[src/sv/dsri_pkg.sv]
// ----------------------------------------------------------------------------
// dsri_pkg
// Shared types and constants of the Doppler spectrum RGB integrator.
// ----------------------------------------------------------------------------
package dsri_pkg;

    localparam int WAVE_W  = 16;   // Q12.4 wavelength
    localparam int VAL_W   = 24;   // Q3.20 power and responses
    localparam int RATIO_W = 18;   // Q2.16 Doppler ratio
    localparam int GRID_W  = 18;   // shifted wavelength, Q14.4
    localparam int STEP_W  = 19;   // signed difference of two grid points
    localparam int NUM_W   = 44;   // interpolation numerator, signed
    localparam int MAG_W   = 43;   // magnitude of the numerator
    localparam int SUM_W   = 64;   // accumulator width
    localparam int FLR_W   = 28;   // floor(resp * power / 2^20)
    localparam int PROD_W  = 47;   // floored product times step

    localparam logic [RATIO_W-1:0] RATIO_RESET = 18'd65536;

    localparam int FIFO_DEPTH = 4;
    localparam int FIFO_AW    = 2;

    typedef enum logic {
        KIND_STORE,
        KIND_DROP
    } t_kind;

    typedef struct packed {
        t_kind                   kind;
        logic                    last;
        logic [WAVE_W-1:0]       wave;
        logic signed [VAL_W-1:0] power;
        logic signed [VAL_W-1:0] red;
        logic signed [VAL_W-1:0] green;
        logic signed [VAL_W-1:0] blue;
    } t_cmd;

    typedef enum logic [4:0] {
        ST_IDLE,
        ST_SH_RD,
        ST_SH_WR,
        ST_MG_RD,
        ST_MG_SEL,
        ST_SC_RD,
        ST_SC_CHK,
        ST_VL_RD0,
        ST_VL_RD1,
        ST_VL_CAP,
        ST_IP_SET,
        ST_IP_DIV,
        ST_IP_WAIT,
        ST_AC_M1,
        ST_AC_M2,
        ST_AC_ADD,
        ST_DONE
    } t_bstate;

endpackage

[src/sv/dsri_front.sv]
// ----------------------------------------------------------------------------
// dsri_front
// Accepts sample transactions, counts them and classifies each as stored or
// dropped before it enters the command queue.
// ----------------------------------------------------------------------------
module dsri_front #(
    parameter int MAX_SAMPLES = 128
) (
    input  logic                                 i_clk,
    input  logic                                 i_rst_n,
    input  logic                                 i_valid,
    input  logic                                 i_full,
    input  logic [dsri_pkg::WAVE_W-1:0]          i_wave_length,
    input  logic signed [dsri_pkg::VAL_W-1:0]    i_spectral_power,
    input  logic signed [dsri_pkg::VAL_W-1:0]    i_red_response,
    input  logic signed [dsri_pkg::VAL_W-1:0]    i_green_response,
    input  logic signed [dsri_pkg::VAL_W-1:0]    i_blue_response,
    input  logic                                 i_last_sample,
    output logic                                 o_stall,
    output logic                                 o_push,
    output dsri_pkg::t_cmd                       o_cmd,
    output logic [$clog2(MAX_SAMPLES)-1:0]       o_addr
);

    localparam int CW = $clog2(MAX_SAMPLES + 1);
    localparam int AW = $clog2(MAX_SAMPLES);

    logic [CW-1:0] r_cnt;
    logic [CW-1:0] n_cnt;
    logic          drop;

    assign o_stall = i_full;
    assign o_push  = i_valid && !i_full;
    assign drop    = (r_cnt == CW'(MAX_SAMPLES));
    assign o_addr  = r_cnt[AW-1:0];

    always_comb begin
        o_cmd.kind  = drop ? dsri_pkg::KIND_DROP : dsri_pkg::KIND_STORE;
        o_cmd.last  = i_last_sample;
        o_cmd.wave  = i_wave_length;
        o_cmd.power = i_spectral_power;
        o_cmd.red   = i_red_response;
        o_cmd.green = i_green_response;
        o_cmd.blue  = i_blue_response;
        n_cnt = r_cnt;
        if (o_push) begin
            if (i_last_sample) n_cnt = '0;
            else if (!drop)    n_cnt = r_cnt + 1'b1;
        end
    end

    always_ff @(posedge i_clk) begin
        if (!i_rst_n) begin
            r_cnt <= '0;
        end else begin
            r_cnt <= n_cnt;
        end
    end

endmodule

[config.mk]
export PLATFORM = sky130hd
export DESIGN_NAME = dsri_front
export DESIGN_NICKNAME = d
export VERILOG_FILES = /design/src/sv/dsri_pkg.sv /design/src/sv/dsri_front.sv
export SDC_FILE = /design/constraint.sdc
export NUM_CORES = 1
export LEC_CHECK = 0
export BUFFER_PORTS_ARGS = -buffer_cell sky130_fd_sc_hd__buf_2
export CAP_MARGIN = 30
export CORE_AREA = 5 5 90 92
export DETAILED_ROUTE_END_ITERATION = 6
export DIE_AREA = 0 0 95 97
export PLACE_DENSITY = 0.63
export SYNTH_ARGS = -nofsm -noshare
export SYNTH_HDL_FRONTEND = slang
export SYNTH_SLANG_ARGS = --single-unit
[constraint.sdc]
create_clock -name i_clk -period 3.2 [get_ports i_clk]
set_input_delay 0.32 -clock i_clk [delete_from_list [all_inputs] [get_ports i_clk]]
set_output_delay 0.32 -clock i_clk [all_outputs]
set_load 0.02 [all_outputs]
Word level (Yosys, flattened, before mapping)

Cells that the tools add are included.

Bits in registers: 8
Input port bits: 117

Add/subtract/negate cells: 1
Reduce and logical (&&, ||, !) cells: 3
Equality and inequality tests: 2
Muxes and demuxes: 3

Operators by type and width:

| operator                                     | number |
|---|---|
| two-way mux 8 bit                            | 2 |
| adder 8 x 1 -> 8 bit, second input constant  | 1 |
| equality test 8 bit, second input constant   | 1 |
| inequality test 2 bit, second input constant | 1 |
| AND reduction 2 bit                          | 1 |
| logical AND 1 bit                            | 1 |
| zero test 1 bit                              | 1 |
| two-way mux 1 bit                            | 1 |

Logic depth before layout (Yosys ltp)

Gate-level depths: netlist of run 1.

Depth in word-level cells: 3
Depth in mapped cells: 5
Gate-level depth less buffers: 5

Worst setup path before layout of run 1

Ideal clock, no wire load.

Path type: reg2reg
Start: reg r_cnt[1]
End: reg r_cnt[1]
Cell stages (with the launch flop): 6
Path slack: 1593 ps
Arrival: 1519 ps
Cell sequence: dfxtp_1 > inv_1 > ha_1 > or4b_4 > o311a_1 > o32ai_2

Cells in the longest elaborated chain, start to end: 3
Elaborated cells on any way between the ends: 6
Classes of those cells: 1 x add/sub; 2 x eq/ne; 2 x mux; 1 x reduce/logical

RTL lines:

| what                                                               | RTL line                           | source |
|---|---|---|
| start: declaration                                                 | dsri_front.sv:28                   | `logic [CW-1:0] r_cnt;` |
| start signal: assignment                                           | dsri_front.sv:56                   | `r_cnt <= n_cnt;` |
| adder 8 x 1 -> 8 bit / equality test 8 bit (equally long branches) | dsri_front.sv:48, dsri_front.sv:34 |  |
| two-way mux 8 bit / inequality test 2 bit (equally long branches)  | n/a                                |  |
| two-way mux 8 bit / AND reduction 2 bit (equally long branches)    | n/a                                |  |

Parallel ways exist; a longest one is shown, timed or not. The select of a mux whose other input is x is not followed.
A chain may end at the register's enable or synchronous reset.

==> metrics.txt, run 1 <==
unrepaired setup endpoints after global routing=no; YS warnings=0; aggregate routed wire length=2543 um; total power density per cell area=354.9 nW/um^2; number of hold violations in the final report=0; Remaining Overflow, GRT=0; registers with the highest flip-flop counts=r_cnt: 8 flops; sequential-to-total area share from yosys stat=0.1156; antenna violations before repair=0; critical path required time=2.88 ns; number of distinct library cells after synthesis=26; run status=complete, no violations; normalized max-slew margin=0.7479; final routed DRC violation total=0; actual transition at the worst max-transition pin=0.3773 ns; number of hold buffers added after cts=0; minimum setup slack among reg-to-reg paths=1.49 ns; main area contributors after synthesis=sky130_fd_sc_hd__buf_4 66%, sky130_fd_sc_hd__dfxtp_1 12%, sky130_fd_sc_hd__ha_1 1.8%, sky130_fd_sc_hd__nand2_1 1.6%, sky130_fd_sc_hd__or4_1 1.6%; mean area per synthesized cell=7.825 sq um; mux contribution to synthesized area=0; count of cells resized by post-cts repair=0; maximum number of pins on one net before global-route repair=9; Core Box Area=7137 sq um; initial core utilization=0.1941; number of buffers added for setup after CTS=0; setup tns final=0 ns; Cell Area, Synth=1385 sq um; clock insertion delay at the later pin of the skew report=0.23 ns; final worst slack=1.299 ns; source of the worst hold timing path=i_rst_n; endpoint with the worst hold slack=r_cnt[0]; register bank with the most flops=r_cnt; crit path max fanout=5; Largest register FFs=8; number of buffers inserted by port buffering=15; post-route standard cell area excluding fillers=709.4 sq um; Vert. Die Dim=97 um; maximum vdd ir drop=0.00008279 V; area growth from synthesis to final layout=-48.78%; ANT nets after route=0; DRT iter0 DRCs=15; wire per inst=14.78 um; Final Max Slew Viols=0; cell area after placement=668.1 sq um; CTS sink count=8; leading cell type in the layout, fill and taps excluded=sky130_fd_sc_hd__buf_2; endpoint of the lowest-slack register-to-register path=r_cnt[1]; row count=31; Die Outline Area=9215 sq um; Setup Slack @ Placement=1.480 ns; share of Yosys cell area claimed by the top area cell type=0.6612; complex-gate fraction of the synthesized area=0.09395; max-cap check violation count=0; I/O pin cnt=240; post-layout instance count excluding filler cells=172; maximum frequency from static timing analysis=526.0 MHz; Net Count, Synth=296; Adder-Cell Fraction of Synth Area=0.01807; Finish-stage setup viols=0; first-pass GRT wire length=3781 um; number of buffers created by CTS=3; sort of element at the start of the critical path=register; Worst path max stage delay=0.47 ns; leakage power figure=0.2508 nW; total placed cells including tap cells=169; largest area contributor in the netlist=sky130_fd_sc_hd__buf_4; series of cell instances along the critical path=inv_1 > ha_1 > or4b_4 > nor2_1 > buf_2; clock transition time at the flip-flop clock pins of the worst setup and hold paths=0.04 ns; FF+latch count, synth=8; slowest stage cell, crit path=sky130_fd_sc_hd__or4b_4; DRT Pass-1 Iters=4; post-route clock period utilization=0.5942; depth of the most critical reg-to-reg path=5; Synth Instances=177; buffer depth of the longest clock path=2; Detail Placement HPWL=2103 um; Arrival @ worst endpoint=1.58 ns; global placement routability congestion=0.7907; average vias per placed instance=3.599; width of the die=95 um; Total Routing Usage GR=0.05386; CTS tree=yes; number of fill cells=853; ratio of cells with drive above 1 in the final layout=0.3014; Final #Nets=194; H-tree lvl count=1; Min Clock Period, post-route=1.901 ns; final clock skew=0.002228 ns; type of the worst setup path=reg -> out; clk root buf=sky130_fd_sc_hd__clkbuf_8; CP Capture Type=output pin; worst flop-to-flop path startpoint=r_cnt[1]; commonest non-fill, non-tap cells in the layout=15 x sky130_fd_sc_hd__buf_2, 8 x sky130_fd_sc_hd__dfxtp_1, 6 x sky130_fd_sc_hd__nand2_1, 5 x sky130_fd_sc_hd__inv_1; synthesized-area fraction occupied by xor and xnor cells=0; vias=619; final antenna diode count=0; dominant combinational cell family by area after synthesis=buffers and inverters; post-synthesis share of cell area spent on and, or, nand and nor gates=0.09756; min-delay worst type=in -> reg; via count of the first global-routing pass=641; minimum hold slack=0.4184 ns; Hold Path Cell Cnt=3
[synth_stat cells (all sizes together)]
cell    instances
or3             1
ha              2
a31oi           3
o311ai          2
nor2            2
nand4           1
o21ai           3
nand2b          1
nor2b           1
o41ai           1
or4             3
or3b            2
nand3b          2
o311a           1
o21bai          1
or4b            1
inv             5
a21oi           3
nand2           6
nand3           2
dfxtp           8
o22ai           1
o211ai          2
o32ai           1
buf           122
[how the worst max path moves through the flow]
stage	start	endpoint	slack, ns	depth (start not counted)
5_1_grt	r_cnt[1]	o_cmd[113]	1.17	5
6_report	r_cnt[1]	o_cmd[113]	1.30	5
3_5_place_dp	r_cnt[1]	r_cnt[1]	1.48	5
2_1_floorplan	r_cnt[1]	r_cnt[1]	1.59	5
4_1_cts	r_cnt[1]	o_cmd[113]	1.26	5
3_3_place_gp	r_cnt[1]	o_cmd[113]	1.54	5
[layer usage]
layer / part of all wire / wire length, um / GRT usage / vias to the layer above
met1: 0.24 / 621 / 0.03538 / 291
met2: 0.44 / 1124 / 0.07863 / 45
met4: 0.099 / 252 / 0.05882 / 0
li1: - / - / - / 253
met3: 0.21 / 544 / 0.05275 / 30
met5: 0 / 0 / 0 / -
[stage by stage]
step | utilization | power (mW)
CTS | 0.09940 | 0.2555
floorplan | - | 0.3247
detailed placement | 0.09362 | 0.1287
finish | 0.09940 | 0.2518
global route | 0.09940 | 0.2669
global placement | 0.09362 | 0.1283
[final cells by class]
class                      count  area [sq um]  area share
multi-input combinational     42         290.3      0.4092
timing repair buffer          15         75.07      0.1058
sequential                     8         160.2      0.2258
tap                           99         123.9      0.1746
inverter                       5         18.77     0.02646
clock buffer                   3         41.29     0.05820
[power by group]
| group | internal (mW) | switching, mW |
|---|---|---|
| clock network | 0.0818 | 0.0434 |
| logic | 0.00873 | 0.0160 |
| registers | 0.101 | 0.00106 |
[kinds of logic after synthesis]
logic type,Yosys count
compound gates,18
fa+ha+maj,2
buf+inv,127
flops,8
simple gates,22
[critical path: cells and delay by family (launching register included)]
| kind | cells | cell delay, ns |
|---|---|---|
| fa+ha+maj | 1 | 0.14 |
| flops | 1 | 0.35 |
| simple gates | 2 | 0.59 |
| buf+inv | 2 | 0.27 |
Power figures use the tool's default switching activity.
==> inputs of run 2 (changes only) <==
==> constraint.sdc (replaced) <==
create_clock -name i_clk -period 1.8 [get_ports i_clk]
set_input_delay 0.18 -clock i_clk [delete_from_list [all_inputs] [get_ports i_clk]]
set_output_delay 0.18 -clock i_clk [all_outputs]
set_load 0.02 [all_outputs]
==> run 2 against run 1 <==
Register-to-register slack worse by 1.3 ns. Via count down 2.3%. Clock-buffer cell count unchanged. Flip-flop and latch count unchanged. Clock skew about the same. Highest routed layer unchanged. First-iteration DRC count up 20%. Critical path depth unchanged. Largest power group unchanged. Sequential power up 76%. Cell area up 2.1%. Hold slack worse by 0.14 ns. Combinational power up 88%. Power up 76%.
==> metrics.txt, run 2 (synthesis results as in run 1) <==
clk root buf=sky130_fd_sc_hd__clkbuf_8 (unchanged); Setup Slack @ Placement=0.1664 ns (was 1.480 ns); ANT nets after route=0 (unchanged); Total Routing Usage GR=0.05179 (was 0.05386); global placement routability congestion=0.7347 (was 0.7907); Vert. Die Dim=97 um (unchanged); aggregate routed wire length=2525 um (was 2543 um); CTS tree=yes (unchanged); number of fill cells=858 (was 853); width of the die=95 um (unchanged); post-route clock period utilization=0.9248; number of buffers inserted by port buffering=15 (unchanged); depth of the most critical reg-to-reg path=5 (unchanged); registers with the highest flip-flop counts=r_cnt: 8 flops (unchanged); footprint of the multi-input gates=290.3 sq um (unchanged); sort of element at the start of the critical path=register (unchanged); unrepaired setup endpoints after global routing=no (unchanged); Largest register FFs=8 (unchanged); endpoint of the lowest-slack register-to-register path=r_cnt[1] (unchanged); Die Outline Area=9215 sq um (unchanged); area growth from synthesis to final layout=-47.70% (was -48.78%); Arrival @ worst endpoint=1.48 ns (was 1.58 ns); I/O pin cnt=240 (unchanged); DRT iter0 DRCs=18 (was 15); ratio of cells with drive above 1 in the final layout=0.3200 (was 0.3014); Psw=0.1012 mW (was 0.06041 mW); leakage power figure=0.2616 nW (was 0.2508 nW); Register Area=160.2 sq um (unchanged); part of the power in combinational logic=0.105 (was 0.098); H-tree lvl count=1 (unchanged); Final #Nets=196 (was 194); CTS sink count=8 (unchanged); maximum frequency from static timing analysis=600.7 MHz; final antenna diode count=0 (unchanged); via count of the first global-routing pass=601 (was 641); wire per inst=14.51 um (was 14.78 um); antenna violations before repair=0 (unchanged); Detail Placement HPWL=2064 um (was 2103 um); actual transition at the worst max-transition pin=0.3490 ns (was 0.3773 ns); final routed DRC violation total=0 (unchanged); P_int=0.3415 mW (was 0.1914 mW); number of buffers created by CTS=3 (unchanged); buffer depth of the longest clock path=2 (unchanged); min-delay worst type=in -> reg (unchanged); total power density per cell area=611.0 nW/um^2 (was 354.9 nW/um^2); number of hold violations in the final report=0 (unchanged); DRT Pass-1 Iters=4 (unchanged); average vias per placed instance=3.477 (was 3.599); commonest non-fill, non-tap cells in the layout=15 x sky130_fd_sc_hd__buf_2, 8 x sky130_fd_sc_hd__dfxtp_1, 6 x sky130_fd_sc_hd__nand2_1, 5 x sky130_fd_sc_hd__inv_1 (unchanged); maximum number of pins on one net before global-route repair=9 (unchanged); sequential power share=0.406 (was 0.405); Min Clock Period, post-route=1.665 ns; Core Box Area=7137 sq um (unchanged); Finish-stage setup viols=0 (unchanged); type of the worst setup path=reg -> out (unchanged); initial core utilization=0.1941 (unchanged); vias=605 (was 619); run status=complete, no violations (unchanged); max-cap check violation count=0 (unchanged); leading cell type in the layout, fill and taps excluded=sky130_fd_sc_hd__buf_2 (unchanged); worst flop-to-flop path startpoint=r_cnt[1] (unchanged); relative contribution of the clock network to total power=0.489 (was 0.497); minimum setup slack among reg-to-reg paths=0.17 ns (was 1.49 ns); register bank with the most flops=r_cnt (unchanged); row count=31 (unchanged); switching part of the total power=0.2286 (was 0.2399); CP Capture Type=output pin (unchanged); crit path max fanout=3 (was 5); startpoint of the worst setup timing path=r_cnt[1] (unchanged); clock transition time at the flip-flop clock pins of the worst setup and hold paths=0.04 ns (about the same); first-pass GRT wire length=3560 um (was 3781 um); clock insertion delay at the later pin of the skew report=0.23 ns (about the same); normalized max-slew margin=0.7669 (was 0.7479); count of cells resized by post-cts repair=0 (unchanged); Final Max Slew Viols=0 (unchanged); final worst slack=0.1354 ns (was 1.299 ns); setup tns final=0 ns (unchanged); critical path required time=1.62 ns (was 2.88 ns); number of buffers added for setup after CTS=0 (unchanged); Remaining Overflow, GRT=0 (unchanged); number of hold buffers added after cts=0 (unchanged); final clock skew=0.001916 ns (was 0.002228 ns); maximum vdd ir drop=0.0001602 V (was 0.00008279 V); capturing element of the worst setup path=o_cmd[113] (unchanged)
## run 2: cell count changes in the layout (fill, tap and decap cells not counted), sizes merged
cell and delta:
buf +2
## run 2: metrics by stage
step                cells  hold slack [ns]  utilization  cell area [sq um]  total power, mW
floorplan             177           0.3245            -               1385           0.5772
global placement      171           0.3601      0.09572              683.2           0.2302
finish                174           0.2788       0.1015              724.4           0.4427
CTS                   174           0.2756       0.1015              724.4           0.4507
detailed placement    171           0.3601      0.09572              683.2           0.2302
global route          174           0.3055       0.1015              724.4           0.4736
## run 2: critical path, cell delays in order (launching register included)
cell                      delay (ns)
sky130_fd_sc_hd__dfxtp_1        0.30
sky130_fd_sc_hd__inv_1          0.08
sky130_fd_sc_hd__ha_1           0.13
sky130_fd_sc_hd__or4b_4         0.46
sky130_fd_sc_hd__nor2_1         0.11
sky130_fd_sc_hd__buf_2          0.17
## run 2: metal layers
layer  track usage  part of all wire  vias up
li1              -                 -      255
met1       0.03721              0.25      273
met2       0.07050              0.42       49
met3       0.05120              0.23       28
met4       0.05882             0.095        0
met5             0                 0        -
## run 2: power groups by stage
| stage | logic (mW) | registers (mW) | clock network, mW |
|---|---|---|---|
| after floorplan | 0.393 | 0.184 | 0 |
| after global placement | 0.0473 | 0.183 | 0 |
| after detailed placement | 0.0472 | 0.183 | 0 |
| after CTS | 0.0474 | 0.180 | 0.223 |
| after global routing | 0.0519 | 0.180 | 0.242 |
| final | 0.0464 | 0.180 | 0.216 |
## run 2: cell type report
cell class	instances	share of cell area
Tap cell	99	0.1710
Clock buffer	3	0.05699
Timing Repair Buffer	17	0.1244
Inverter	5	0.02591
Multi-Input combinational cell	42	0.4007
Sequential cell	8	0.2211
## run 2: worst min path at each step
stage / end / start / depth (start not counted)
detailed placement: o_cmd[108] / i_wave_length[12] / 0
global placement: o_cmd[108] / i_wave_length[12] / 0
finish: r_cnt[0] / i_rst_n / 3
floorplan: r_cnt[4] / i_rst_n / 2
CTS: r_cnt[0] / i_rst_n / 3
global route: r_cnt[4] / i_rst_n / 3
