===== config.mk =====
export PLATFORM = sky130hd
export DESIGN_NAME = dsri_fifo
export DESIGN_NICKNAME = d
export VERILOG_FILES = /design/src/sv/dsri_pkg.sv /design/src/sv/dsri_fifo.sv
export SDC_FILE = /design/constraint.sdc
export NUM_CORES = 1
export LEC_CHECK = 0
export ABC_CLOCK_PERIOD_IN_PS = 2400
export BUFFER_PORTS_ARGS = -buffer_cell sky130_fd_sc_hd__buf_4
export CORE_MARGIN = 4
export CORE_UTILIZATION = 58
export CTS_BUF_LIST = sky130_fd_sc_hd__clkbuf_2
export DETAILED_ROUTE_END_ITERATION = 7
export GPL_ROUTABILITY_DRIVEN = 0
export PLACE_DENSITY = 0.8
export SYNTH_ARGS = -nofsm -noshare
export SYNTH_HDL_FRONTEND = slang
export SYNTH_SLANG_ARGS = --single-unit
export TNS_END_PERCENT = 1

===== constraint.sdc =====
create_clock -name i_clk -period 2.4 [get_ports i_clk]
set_input_delay 0.24 -clock i_clk [delete_from_list [all_inputs] [get_ports i_clk]]
set_output_delay 0.24 -clock i_clk [all_outputs]
set_load 0.01 [all_outputs]

===== src/sv/dsri_pkg.sv =====
// ----------------------------------------------------------------------------
// dsri_pkg
// Shared types and constants of the Doppler spectrum RGB integrator.
// ----------------------------------------------------------------------------
package dsri_pkg;

    localparam int WAVE_W  = 16;   // Q12.4 wavelength
    localparam int VAL_W   = 24;   // Q3.20 power and responses
    localparam int RATIO_W = 18;   // Q2.16 Doppler ratio
    localparam int GRID_W  = 18;   // shifted wavelength, Q14.4
    localparam int STEP_W  = 19;   // signed difference of two grid points
    localparam int NUM_W   = 44;   // interpolation numerator, signed
    localparam int MAG_W   = 43;   // magnitude of the numerator
    localparam int SUM_W   = 64;   // accumulator width
    localparam int FLR_W   = 28;   // floor(resp * power / 2^20)
    localparam int PROD_W  = 47;   // floored product times step

    localparam logic [RATIO_W-1:0] RATIO_RESET = 18'd65536;

    localparam int FIFO_DEPTH = 4;
    localparam int FIFO_AW    = 2;

    typedef enum logic {
        KIND_STORE,
        KIND_DROP
    } t_kind;

    typedef struct packed {
        t_kind                   kind;
        logic                    last;
        logic [WAVE_W-1:0]       wave;
        logic signed [VAL_W-1:0] power;
        logic signed [VAL_W-1:0] red;
        logic signed [VAL_W-1:0] green;
        logic signed [VAL_W-1:0] blue;
    } t_cmd;

    typedef enum logic [4:0] {
        ST_IDLE,
        ST_SH_RD,
        ST_SH_WR,
        ST_MG_RD,
        ST_MG_SEL,
        ST_SC_RD,
        ST_SC_CHK,
        ST_VL_RD0,
        ST_VL_RD1,
        ST_VL_CAP,
        ST_IP_SET,
        ST_IP_DIV,
        ST_IP_WAIT,
        ST_AC_M1,
        ST_AC_M2,
        ST_AC_ADD,
        ST_DONE
    } t_bstate;

endpackage


===== src/sv/dsri_fifo.sv =====
// ----------------------------------------------------------------------------
// dsri_fifo
// Short command queue between the front and the back of the integrator.
// ----------------------------------------------------------------------------
module dsri_fifo #(
    parameter int WIDTH = 8
) (
    input  logic             i_clk,
    input  logic             i_rst_n,
    input  logic             i_push,
    input  logic [WIDTH-1:0] i_data,
    input  logic             i_pop,
    output logic [WIDTH-1:0] o_data,
    output logic             o_full,
    output logic             o_empty
);

    logic [WIDTH-1:0]              r_mem [dsri_pkg::FIFO_DEPTH];
    logic [dsri_pkg::FIFO_AW-1:0]  r_wp;
    logic [dsri_pkg::FIFO_AW-1:0]  r_rp;
    logic [dsri_pkg::FIFO_AW:0]    r_cnt;
    logic                          push_ok;
    logic                          pop_ok;

    assign o_full  = (r_cnt == (dsri_pkg::FIFO_AW + 1)'(dsri_pkg::FIFO_DEPTH));
    assign o_empty = (r_cnt == '0);
    assign push_ok = i_push && !o_full;
    assign pop_ok  = i_pop && !o_empty;
    assign o_data  = r_mem[r_rp];

    always_ff @(posedge i_clk) begin
        if (!i_rst_n) begin
            r_wp  <= '0;
            r_rp  <= '0;
            r_cnt <= '0;
        end else begin
            if (push_ok) r_wp <= r_wp + 1'b1;
            if (pop_ok)  r_rp <= r_rp + 1'b1;
            if (push_ok && !pop_ok)      r_cnt <= r_cnt + 1'b1;
            else if (!push_ok && pop_ok) r_cnt <= r_cnt - 1'b1;
        end
    end

    always_ff @(posedge i_clk) begin
        if (push_ok) r_mem[r_wp] <= i_data;
    end

endmodule


Word-level counts from Yosys, hierarchy flattened
Memories as Yosys holds them, arrays and structs flattened. A register that Yosys moved wholly into a read port is not among the register bits.
Cells that the tools add are included.
Widths: inputs -> output; s select.
{"block": "totals", "latch_bits": 0, "mem_count": 1, "ramBits": 32, "in_bits": 12, "register_bits": 7, "word_cells": 25, "rom_bits": 0}
{"name": "r_mem", "depth": 4, "word_bits": 8, "read_ports": 1, "rd_ports_with_merged_regs": 1, "write_ports": 1, "line": "dsri_fifo.sv:18", "text": "logic [WIDTH-1:0] r_mem [dsri_pkg::FIFO_DEPTH];"}
{"block": "classes", "mux": 6, "n_eq_ne": 1, "n_reduce_logical": 10, "mul": 0, "addsub": 4, "bitwise": 0, "n_lt_le_gt_ge": 0, "shift": 0, "n_div": 0}
{"cell": "$mux 3", "n": 2}
{"cell": "$add 2x1->2 const B", "n": 2}
{"cell": "$logic_and 1x1->1", "n": 4}
{"cell": "$logic_not 1->1", "n": 4}
{"cell": "$mux 2", "n": 2}
{"cell": "$add 3x1->3 const B", "n": 1}
{"cell": "$eq 3x3->1 const B", "n": 1}
{"cell": "$logic_not 3->1", "n": 1}
{"cell": "$sub 3x1->3 const B", "n": 1}
{"cell": "$mux 1", "n": 2}
{"cell": "$reduce_bool 2->1", "n": 1}

Logic depth before layout (Yosys ltp)
Gate-level depths: netlist (run 1).
{"block": "depth", "ltp_word": 7, "depth_mapped": 9, "ltp_nobuf": 8}

Worst setup path after synthesis (run 1)
OpenSTA, ideal clock, no wires.
{"block": "synth_timing", "kind": "register to register", "startpoint": "register r_cnt[0] in the netlist's numbering", "endpoint": "register r_cnt[2] in the netlist's numbering", "path_stages_with_launch": 10, "slack_ns": 0.364, "required_time_ns": 2.330, "synth_period_minus_slack_ns": 2.036, "t_arrival_ns": 1.966, "n_path_buf": 1, "setup_time_ns": 0.070, "cell_sequence": "dfxtp_1 > nor3b_2 > nor2b_1 > buf_6 > ha_1 > inv_1 > fa_1 > xor2_1 > or3_1 > a21boi_1"}
{"block": "synth_between", "elab_chain_cells": 6}
{"element": "from (decl)", "line": "dsri_fifo.sv:21", "text": "logic [dsri_pkg::FIFO_AW:0] r_cnt;"}
{"element": "from (signal assigned)", "line": "dsri_fifo.sv:39", "text": "if (push_ok && !pop_ok) r_cnt <= r_cnt + 1'b1;"}
{"element": "from (signal assigned)", "line": "dsri_fifo.sv:40", "text": "else if (!push_ok && pop_ok) r_cnt <= r_cnt - 1'b1;"}
{"element": "$eq 3x3->1 (*)", "line": "dsri_fifo.sv:25", "text": "assign o_full = (r_cnt == (dsri_pkg::FIFO_AW + 1)'(dsri_pkg::FIFO_DEPTH));"}
{"element": "named net o_full", "line": "dsri_fifo.sv:14", "text": "output logic o_full,"}
{"element": "$logic_not 1->1 (*)", "line": "dsri_fifo.sv:27", "text": "assign push_ok = i_push && !o_full;"}
{"element": "$logic_and 1x1->1 (*)", "line": "dsri_fifo.sv:27"}
{"element": "named net push_ok", "line": "dsri_fifo.sv:22", "text": "logic push_ok;"}
{"element": "$logic_not 1->1", "line": "dsri_fifo.sv:40"}
{"element": "$logic_and 1x1->1", "line": "dsri_fifo.sv:40"}
{"element": "$reduce_bool 2->1 (no line)"}
Mark *: on every way through the listed nets, which the timed path passes. The rest lies on a longest branch. The select of a mux whose other input is x is not followed.
A chain may end at the register's enable or synchronous reset.

Worst setup path after layout (run 1)
{"block": "layout_timing", "startpoint": "register r_cnt[0] in the netlist's numbering", "endpoint": "register r_cnt[2] in the netlist's numbering"}
{"block": "layout_between", "elab_chain_cells": 6}
{"element": "parallel branches: the longest is 6 deep, another holds $sub 3x1->3"}
Parallel ways; which one is timed is not known. The select of a mux whose other input is x is not followed.

==> summary.md, run 1 <==
| Metric | Value |
|---|---|
| Max FO, Critical Path | `6` |
| Syn_area_per_cell | `between 15 and 20 sq um` |
| Via count | `approximately 790` |
| Largest area contributor in the netlist | `edfxtp_1` |
| Power Density | `about 950 nW/um^2` |
| Net count after synthesis | `around 110` |
| Seq/Total Area, Yosys | `69.6%` |
| Core ar. | `2730 sq um` |
| Final net count | `133` |
| CTS resizes | `0` |
| Number of global-route vias before repair | `825` |
| Initial core utilization | `between 50% and 60%` |
| First-pass GRT wire length | `roughly 3800 um` |
| Post-synth top area share | `between 50% and 60%` |
| Vias per Instance | `around 5.4` |
| Starting DRT DRC Count | `25` |
| Total GRT Usage | `14.9%` |
| WP data arrival | `roughly 2.5 ns` |
| Synth Register Bits | `slightly above 40` |
| DRC errors left | `0` |
| H-Tree Depth | `2` |
| Worst vdd ir | `between 700 and 800 uV` |
| Share of cells above drive strength 1 | `between 30% and 40%` |
| Clk buf depth | `2` |
| Count of cell types in the netlist | `23` |
| Critical path cell sequence | `nor3b_2 > nor2b_1 > ha_1 > inv_1 > fa_1 > xor2_1 > or3_1 > a21boi_1` |
| Die W | `61.2 um` |
| Number of enable flip-flop cells after synthesis | `32` |
| CTS Hold Buffers Added | `0` |
| Fmax | `around 460 MHz` |
| Die H | `~61 um` |
| Cells after Synth | `90` |
| Root Buffer Master | `clkbuf_2` |
| Setup TNS | `0 ns` |
| CTS sink cnt | `41` |
| Leading post-synthesis cells by cell area | `edfxtp_1 59%, dfxtp_1 11%, mux4_2 11%` |
| Nature of the critical path endpoint | `flip-flop` |
| Hpwl dp | `between 1500 and 2000 um` |
| Max Slew Vio Count | `0` |
| I/O pin total | `22` |
| Critical path data required time | `2.73 ns` |
| # port buffers | `21` |
| Slowest cell on crit path | `dfxtp_1` |
| Crit share post-route | `roughly 90%` |
| # diodes | `0` |
| Hold Fails Final Rpt | `0` |
| Slew at the pin with the worst max-slew slack | `about 0.55 ns` |
| Clock latency on the worst-skew pair | `a little under 0.4 ns` |
| Critical path launch point type | `flip-flop` |
| HP Class | `input pin to flip-flop` |
| Clock network power share | `approximately 15%` |
| Post-synth top cells | `32 x edfxtp_1, 9 x dfxtp_1, 8 x and2_1, 8 x mux4_2, 5 x ha_1` |
| Clk slew on worst S/H paths | `~0.19 ns` |
| P_int | `~0.0012 W` |
| CTS tree | `yes` |
| Synth Warn # | `0` |
| Main synth FF type | `edfxtp_1` |
| Seq pwr share | `between 50% and 60%` |
| DRT antenna net count | `0` |
| Switching power | `0.000517 W` |
| Crit path largest cell delay | `between 0.5 and 0.6 ns` |
| LEAKAGE | `between 0.6 and 0.7 nW` |
| Max_cap viols | `0` |
| Combinational Power Share | `29.4%` |
| Tot Pwr | `between 0.0015 and 0.002 W` |
| Post-CTS setup buffer count | `0` |
| Net Sw Frac | `around 29%` |
| Status | `completed` |
| Largest net degree at the start of global routing | `13` |
| Async SR Flop Fraction | `0%` |
| Fin crit period | `~2.2 ns` |
| FP Rows | `19` |
| Final setup fails | `0` |
| Gr ovfl total | `0` |
| Most instantiated library cell after synthesis | `edfxtp_1` |
| Post-synthesis cell area | `1640 sq um` |
| Clock Skew | `around 0.016 ns` |
| Initial antenna violation count | `0` |
| Wire per inst | `around 16 um` |
| Die area | `about 3700 sq um` |
| Total wire length | `between 2000 and 2500 um` |
| TritonRoute pass-1 iters | `4` |
| Slew headroom | `between 60% and 70%` |
| CTS buffer count | `5` |
| Crit Path Category | `flip-flop to flip-flop` |
| Syn-to-layout area delta | `13.3%` |
| Setup repair after global routing missed its margin | `no` |
## registers in the layout (all words and copies together) (netlist names), named ones only
signal  count
r_cnt       3
r_mem      32
r_rp        2
r_wp        2
## path summary, 6_finish.rpt
check | startpoint | end | slack [ns] | cells after the start
worst max-delay path | r_cnt[0] | r_cnt[2] | 0.25 | 8
worst min-delay path | i_data[4] | r_mem[0][4] | 0.03 | 1
worst max register to register | r_cnt[0] | r_cnt[2] | 0.25 | 8
worst min register to register | r_wp[1] | r_wp[1] | 0.51 | 2
## worst max-delay path: cells and delay by family (launching register included)
| family | cells | cell delay [ns] |
|---|---|---|
| DFF | 1 | 0.53 |
| and+or+nand+nor | 3 | 0.59 |
| AOI/OAI and AO/OA | 1 | 0.15 |
| buffers and inverters | 1 | 0.08 |
| xor gates and xnor gates | 1 | 0.16 |
| adders and majority gates | 2 | 0.61 |
## through the flow
stage	instance area [sq um]	hold slack (ns)	std cells	util, %	worst slack (ns)
after floorplan	1640	0.339	90	-	0.364
after global placement	1820	0.441	139	66.5	0.428
after detailed placement	1820	0.446	139	66.5	0.258
after CTS	1860	0.0285	147	67.9	0.228
after global routing	1860	0.00225	147	67.9	0.132
final	1860	0.0328	147	67.9	0.248
## power by group through the flow
stage / registers (W) / clock network, W / logic, W
floorplan: 0.000935 / 0 / 0.000389
global placement: 0.000990 / 0 / 0.000516
detailed placement: 0.000999 / 0 / 0.000525
CTS: 0.000982 / 0.000273 / 0.000527
global route: 0.000999 / 0.000308 / 0.000572
finish: 0.000978 / 0.000266 / 0.000518
## per-layer routing
| metal | routed length [um] | track usage (%) | vias up |
|---|---|---|---|
| li1 | - | - | 387 |
| met1 | 974 | 16.9 | 373 |
| met2 | 1210 | 24.3 | 22 |
| met3 | 145 | 5.66 | 7 |
| met4 | 48 | 8.36 | 0 |
| met5 | 0 | 0 | - |
## logic make-up after synthesis
group	share of synthesized area, %
AND/OR/NAND/NOR	6.18
XOR/XNOR	2.14
AO/OA/AOI/OAI	2.06
multiplexers	12.8
adder cells (fa/ha/maj)	5.04
flip-flops	69.6
buffers and inverters	2.14
## cell type report
cell class,count,area (sq um)
Sequential cell,41,1140
Fill cell,180,877
Multi-Input combinational cell,42,463
Timing Repair Buffer,22,165
Tap cell,31,38.8
Clock buffer,5,25.0
Clock inverter,3,12.5
Inverter,3,11.3
## layout by cell type, fill, tap and decap left out
| cell type | count |
|---|---|
| a21boi_1 | 1 |
| and2_1 | 8 |
| buf_4 | 22 |
| clkbuf_2 | 5 |
| clkinv_1 | 2 |
| clkinv_2 | 1 |
| dfxtp_1 | 9 |
| edfxtp_1 | 32 |
| fa_1 | 1 |
| ha_1 | 5 |
| inv_1 | 3 |
| mux2i_1 | 3 |
| mux4_2 | 8 |
| nand2_1 | 4 |
| nor2b_1 | 2 |
| nor3_1 | 1 |
| nor3b_2 | 1 |
| o21ai_0 | 1 |
| o311ai_1 | 1 |
| o31ai_2 | 1 |
| or3_1 | 1 |
| xnor2_1 | 3 |
| xor2_1 | 1 |
No activity file was read; power rests on OpenSTA's default activity.
==> inputs of run 2 (changes only) <==
- CELL_PAD_IN_SITES_DETAIL_PLACEMENT: not set -> 1
- CELL_PAD_IN_SITES_GLOBAL_PLACEMENT: not set -> 2
- CORE_UTILIZATION: 58 -> 43
- PLACE_DENSITY: 0.8 -> not set
- PLACE_DENSITY_LB_ADDON: not set -> 0.1
==> run 2 against run 1 <==
  * Clock-buffer cell count rose by 1
  * Register-to-register slack better by 0.07 ns
  * Die area up 30%
  * Non-clock buffer count rose by 1
  * Cell area increased by 3.1%
  * Global-route usage is 3.0 points lower
  * First-iteration DRC count rose by 8.0%
  * Clock skew shrank 0.0062 ns
  * Critical path depth unchanged
  * Final cell count rose by 12%
  * Largest power group unchanged
==> summary.md, run 2 (synthesis results as in run 1) <==
| Metric | Value |
|---|---|
| Status | `completed (unchanged)` |
| Max reg flops | `32 (unchanged)` |
| Crit Path Category | `flip-flop to flip-flop (unchanged)` |
| Hold path depth | `1 (unchanged)` |
| CTS buffer count | `5 (unchanged)` |
| Hpwl dp | `1890 um (was 1730 um)` |
| Seq pwr share | `51.6% (was 55.5%)` |
| Post-Layout Cell Count | `165 (was 147)` |
| Starting DRT DRC Count | `27 (was 25)` |
| Wire per inst | `15.8 um (was 16.2 um)` |
| Fmax | `479 MHz (was 465 MHz)` |
| Clk slew on worst S/H paths | `0.19 ns (about the same)` |
| Clock network power share | `20.5% (was 15.1%)` |
| Combinational Power Share | `27.9% (was 29.4%)` |
| Net Sw Frac | `28.0% (was 29.3%)` |
| CTS resizes | `0 (unchanged)` |
| Worst R2R End | `r_cnt[2] (unchanged)` |
| Setup repair after global routing missed its margin | `no (unchanged)` |
| # diodes | `0 (unchanged)` |
| # fillers | `344 (was 180)` |
| Root Buffer Master | `clkbuf_2 (unchanged)` |
| Final setup fails | `0 (unchanged)` |
| Setup TNS | `0 ns (unchanged)` |
| # port buffers | `21 (unchanged)` |
| Max Slew Vio Count | `0 (unchanged)` |
| I/O pin total | `22 (unchanged)` |
| H-Tree Depth | `2 (unchanged)` |
| Max_cap viols | `0 (unchanged)` |
| P_int | `0.00136 W (was 0.00125 W)` |
| CTS sink cnt | `41 (unchanged)` |
| DRT antenna net count | `0 (unchanged)` |
| Final net count | `134 (was 133)` |
| Via count | `812 (was 789)` |
| Initial antenna violation count | `0 (unchanged)` |
| Nature of the critical path endpoint | `flip-flop (unchanged)` |
| Clock latency on the worst-skew pair | `0.38 ns (was 0.39 ns)` |
| Critical path launch point type | `flip-flop (unchanged)` |
| Slew at the pin with the worst max-slew slack | `0.550 ns (was 0.551 ns)` |
| Clock Skew | `0.00936 ns (was 0.0156 ns)` |
| WHS Endpoint | `r_mem[1][5] (was r_mem[0][4])` |
| Syn-to-layout area delta | `16.8% (was 13.3%)` |
| WP data arrival | `2.42 ns (was 2.48 ns)` |
| Slew headroom | `63.3% (was 63.2%)` |
| Largest Register | `r_mem (unchanged)` |
| Top flop regs | `r_mem (32), r_cnt (3) (unchanged)` |
| HP Class | `input pin to flip-flop (unchanged)` |
| Most frequent cells in the layout | `32 x edfxtp_1, 22 x buf_4, 9 x dfxtp_1 (unchanged)` |
| Die area | `4860 sq um (was 3740 sq um)` |
| Tot Pwr | `0.00189 W (was 0.00176 W)` |
| Vias per Instance | `4.92 (was 5.37)` |
| Largest net degree at the start of global routing | `13 (unchanged)` |
| Critical path data required time | `2.73 ns (about the same)` |
| Initial core utilization | `44.8% (was 60.0%)` |
| Number of global-route vias before repair | `867 (was 825)` |
| Clk buf depth | `2 (unchanged)` |
| Core ar. | `3660 sq um (was 2730 sq um)` |
| Switching power | `0.000529 W (was 0.000517 W)` |
| Crit path from | `r_cnt[0] (unchanged)` |
| Hold Startpoint | `i_data[5] (was i_data[4])` |
| Total wire length | `2610 um (was 2380 um)` |
| Dpl cells | `156 (was 139)` |
| Die H | `69.7 um (was 61.2 um)` |
| Most common cell after layout, fill and taps aside | `edfxtp_1 (unchanged)` |
| DRC errors left | `0 (unchanged)` |
| Total GRT Usage | `11.9% (was 14.9%)` |
| Fin crit period | `2.09 ns (was 2.15 ns)` |
| Reg2reg setup slack | `0.31 ns (was 0.25 ns)` |
| Power Density | `988 nW/um^2 (was 949 nW/um^2)` |
| Hold Fails Final Rpt | `0 (unchanged)` |
| First-pass GRT wire length | `4320 um (was 3770 um)` |
| LEAKAGE | `0.693 nW (was 0.676 nW)` |
| Max FO, Critical Path | `6 (unchanged)` |
| Crit share post-route | `86.9% (was 89.7%)` |
| CTS tree | `yes (unchanged)` |
| Share of cells above drive strength 1 | `33.3% (was 32.8%)` |
| FP Rows | `22 (was 19)` |
| Gr ovfl total | `0 (unchanged)` |
| TritonRoute pass-1 iters | `4 (unchanged)` |
| Die W | `69.7 um (was 61.2 um)` |
| R2r startpoint | `r_cnt[0] (unchanged)` |
| R2R cell count | `8 (unchanged)` |
| Worst vdd ir | `574 uV (was 761 uV)` |
## run 2: area by class of cell
type / instances / area, sq um / area share, %
well taps: 48 / 60.1 / 3.14
clock buffers: 6 / 30.0 / 1.57
clock inverters: 2 / 33.8 / 1.76
inverters: 3 / 11.3 / 0.588
repair buffers: 23 / 175 / 9.15
multi-input cells: 42 / 463 / 24.2
flip-flops and latches: 41 / 1140 / 59.6
## run 2: how the worst max path moves through the flow
stage / slack (ns) / end
global route: 0.13 / o_data[4]
global placement: 0.42 / r_cnt[2]
floorplan: 0.36 / r_cnt[2]
detailed placement: 0.33 / r_cnt[2]
CTS: 0.23 / o_data[0]
finish: 0.31 / r_cnt[2]
## run 2: per-stage QoR
stage	utilization (%)	cell area, sq um	hold slack [ns]	worst slack (ns)
after floorplan	-	1640	0.339	0.364
after global placement	50.3	1840	0.439	0.417
after detailed placement	50.3	1840	0.443	0.334
after CTS	52.0	1900	0.0116	0.227
after global routing	52.3	1910	0.00364	0.134
final	52.3	1910	0.0445	0.314
## run 2: critical path: stages, from the launching register on
cell and delay, ns:
dfxtp_1 0.53, nor3b_2 0.09, nor2b_1 0.18, ha_1 0.21
inv_1 0.06, fa_1 0.37, xor2_1 0.16, or3_1 0.30
a21boi_1 0.14
## run 2: what timing repair did
item,in CTS,in global routing
buffers inserted,0,0
endpoints found under the setup margin,0,0
hold buffers,0,1
endpoints found under the hold margin,0,3
## run 2: metal layers
layer	global-route usage, %	up-vias	part of all wire, %
met4	3.83	0	1.5
met3	5.22	5	5.3
met2	19.5	19	52
met5	0	-	0
met1	14.1	399	42
li1	-	389	-
## run 2: power groups by stage
| stage | sequential [W] | combinational (W) | clock (W) |
|---|---|---|---|
| 2_1_floorplan | 0.000935 | 0.000389 | 0 |
| 3_3_place_gp | 0.000992 | 0.000528 | 0 |
| 3_5_place_dp | 0.00100 | 0.000534 | 0 |
| 4_1_cts | 0.000984 | 0.000540 | 0.000405 |
| 5_1_grt | 0.000998 | 0.000589 | 0.000434 |
| 6_report | 0.000976 | 0.000527 | 0.000388 |
==> inputs of run 3 (changes only) <==
- CORE_ASPECT_RATIO: not set -> 1.75
==> run 3 against run 2 <==
  * Clock skew grew 0.016 ns
  * Sequential share of layout area shrank 0.078 points
  * Fmax grew 0.17%
  * Cell area grew 0.13%
  * Critical path depth shrank 1
  * Core utilization is essentially flat
  * Via count grew 2.0%
  * Sequential power is essentially flat
  * Critical endpoint unchanged
  * Register-to-register slack is essentially flat
==> summary.md, run 3 (synthesis results as in run 1) <==
| Metric | Value |
|---|---|
| Number of global-route vias before repair | `853 (was 867)` |
| Max Slew Vio Count | `0 (unchanged)` |
| Net Sw Frac | `28.9% (was 28.0%)` |
| Worst vdd ir | `486 uV (was 574 uV)` |
| Total wire length | `2580 um (was 2610 um)` |
| P_int | `0.00127 W (was 0.00136 W)` |
| Combinational Power Share | `29.7% (was 27.9%)` |
| Most common cell after layout, fill and taps aside | `edfxtp_1 (unchanged)` |
| Max reg flops | `32 (unchanged)` |
| CTS sink cnt | `41 (unchanged)` |
| Most frequent cells in the layout | `32 x edfxtp_1, 22 x buf_4, 9 x dfxtp_1 (unchanged)` |
| Die H | `89.7 um (was 69.7 um)` |
| DRT antenna net count | `0 (unchanged)` |
| Die area | `4900 sq um (was 4860 sq um)` |
| Critical path data required time | `2.73 ns (about the same)` |
| Top flop regs | `r_mem (32), r_cnt (3) (unchanged)` |
| # fillers | `374 (was 344)` |
| Clk buf depth | `2 (unchanged)` |
| Crit Path Category | `flip-flop to flip-flop (unchanged)` |
| Largest Register | `r_mem (unchanged)` |
| Vias per Instance | `4.99 (was 4.92)` |
| Starting DRT DRC Count | `11 (was 27)` |
| CTS buffer count | `5 (unchanged)` |
| Seq pwr share | `54.9% (was 51.6%)` |
| Slew at the pin with the worst max-slew slack | `0.542 ns (was 0.550 ns)` |
| Wire per inst | `15.6 um (was 15.8 um)` |
| Hpwl dp | `1940 um (was 1890 um)` |
| Setup TNS | `0 ns (unchanged)` |
| Clock Skew | `0.0253 ns (was 0.00936 ns)` |
| Share of cells above drive strength 1 | `32.5% (was 33.3%)` |
| HP Class | `input pin to flip-flop (unchanged)` |
| Gr ovfl total | `0 (unchanged)` |
| Core ar. | `3660 sq um (about the same)` |
| Max_cap viols | `0 (unchanged)` |
| H-Tree Depth | `2 (unchanged)` |
| I/O pin total | `22 (unchanged)` |
| Fin crit period | `2.08 ns (was 2.09 ns)` |
| Final setup fails | `0 (unchanged)` |
| Initial antenna violation count | `0 (unchanged)` |
| Setup repair after global routing missed its margin | `no (unchanged)` |
| Power Density | `928 nW/um^2 (was 988 nW/um^2)` |
| Status | `completed (unchanged)` |
| Switching power | `0.000514 W (was 0.000529 W)` |
| Post-CTS setup buffer count | `0 (unchanged)` |
| WP data arrival | `2.41 ns (was 2.42 ns)` |
| Fmax | `480 MHz (was 479 MHz)` |
| Nature of the critical path endpoint | `flip-flop (unchanged)` |
| Crit share post-route | `86.8% (was 86.9%)` |
| Slew headroom | `63.8% (was 63.3%)` |
| Final net count | `137 (was 134)` |
| Via count | `828 (was 812)` |
| DRC errors left | `0 (unchanged)` |
| # port buffers | `21 (unchanged)` |
| Max FO, Critical Path | `6 (unchanged)` |
| # diodes | `0 (unchanged)` |
| Initial core utilization | `44.7% (was 44.8%)` |
| LEAKAGE | `0.695 nW (was 0.693 nW)` |
| Dpl cells | `154 (was 156)` |
| Syn-to-layout area delta | `16.9% (was 16.8%)` |
| Root Buffer Master | `clkbuf_2 (unchanged)` |
| Post-Layout Cell Count | `166 (was 165)` |
| Clk slew on worst S/H paths | `0.19 ns (about the same)` |
| TritonRoute pass-1 iters | `4 (unchanged)` |
| Hold Fails Final Rpt | `0 (unchanged)` |
| Critical path launch point type | `flip-flop (unchanged)` |
| Clock latency on the worst-skew pair | `0.37 ns (was 0.38 ns)` |
| First-pass GRT wire length | `3930 um (was 4320 um)` |
| Die W | `54.7 um (was 69.7 um)` |
| FP Rows | `29 (was 22)` |
| CTS tree | `yes (unchanged)` |
| Total GRT Usage | `12.1% (was 11.9%)` |
| Largest net degree at the start of global routing | `13 (unchanged)` |
| Clock network power share | `15.4% (was 20.5%)` |
## run 3: worst max-delay path: stages (launching register included)
cell      delay [ns]
dfxtp_1         0.42
o31ai_2         0.33
ha_1            0.26
inv_1           0.06
fa_1            0.37
xor2_1          0.15
or3_1           0.31
a21boi_1        0.14
## run 3: cell type report
cell class	instances	area [sq um]	area share, %
clock buffers	7	35.0	1.83
repair buffers	26	205	10.7
flip-flops and latches	41	1140	59.5
clock inverters	1	3.75	0.196
inverters	3	11.3	0.587
multi-input cells	42	463	24.2
well taps	46	57.6	3.00
## run 3: what timing repair did
item                      CTS  global route
hold endpoints to repair    0            13
resized for setup           0             0
hold buffers                0             4
## run 3: power groups by stage
stage	logic, W	clock network, W	registers [W]
floorplan	0.000389	0	0.000935
global placement	0.000527	0	0.000992
detailed placement	0.000536	0	0.000999
CTS	0.000537	0.000288	0.000984
global route	0.000586	0.000321	0.000996
finish	0.000529	0.000273	0.000977
## run 3: per-layer routing
layer  up-vias  routed length (um)  GRT usage [%]
met1       408                 895           11.2
met5         -                   0              0
met4         0                  62           6.12
met2        22                1500           22.1
met3         5                 121           4.30
li1        393                   -              -
## run 3: path summary, 6_finish.rpt
kind         startpoint           to  slack [ns]  cells after the start
max reg2reg    r_cnt[1]     r_cnt[2]        0.32                      7
min reg2reg     r_wp[0]      r_wp[0]        0.51                      2
max            r_cnt[1]     r_cnt[2]        0.32                      7
min           i_data[1]  r_mem[2][1]        0.06                      1
## run 3: through the flow
step                total power (W)  setup slack, ns  hold WS (ns)  utilization, %  cell area, sq um
CTS                         0.00181            0.268        0.0166            51.2              1880
detailed placement          0.00154            0.307         0.444            50.2              1840
finish                      0.00178            0.318        0.0647            52.3              1920
global route                0.00190            0.168       0.00525            52.3              1920
global placement            0.00152            0.410         0.439            50.2              1840
floorplan                   0.00132            0.364         0.339               -              1640
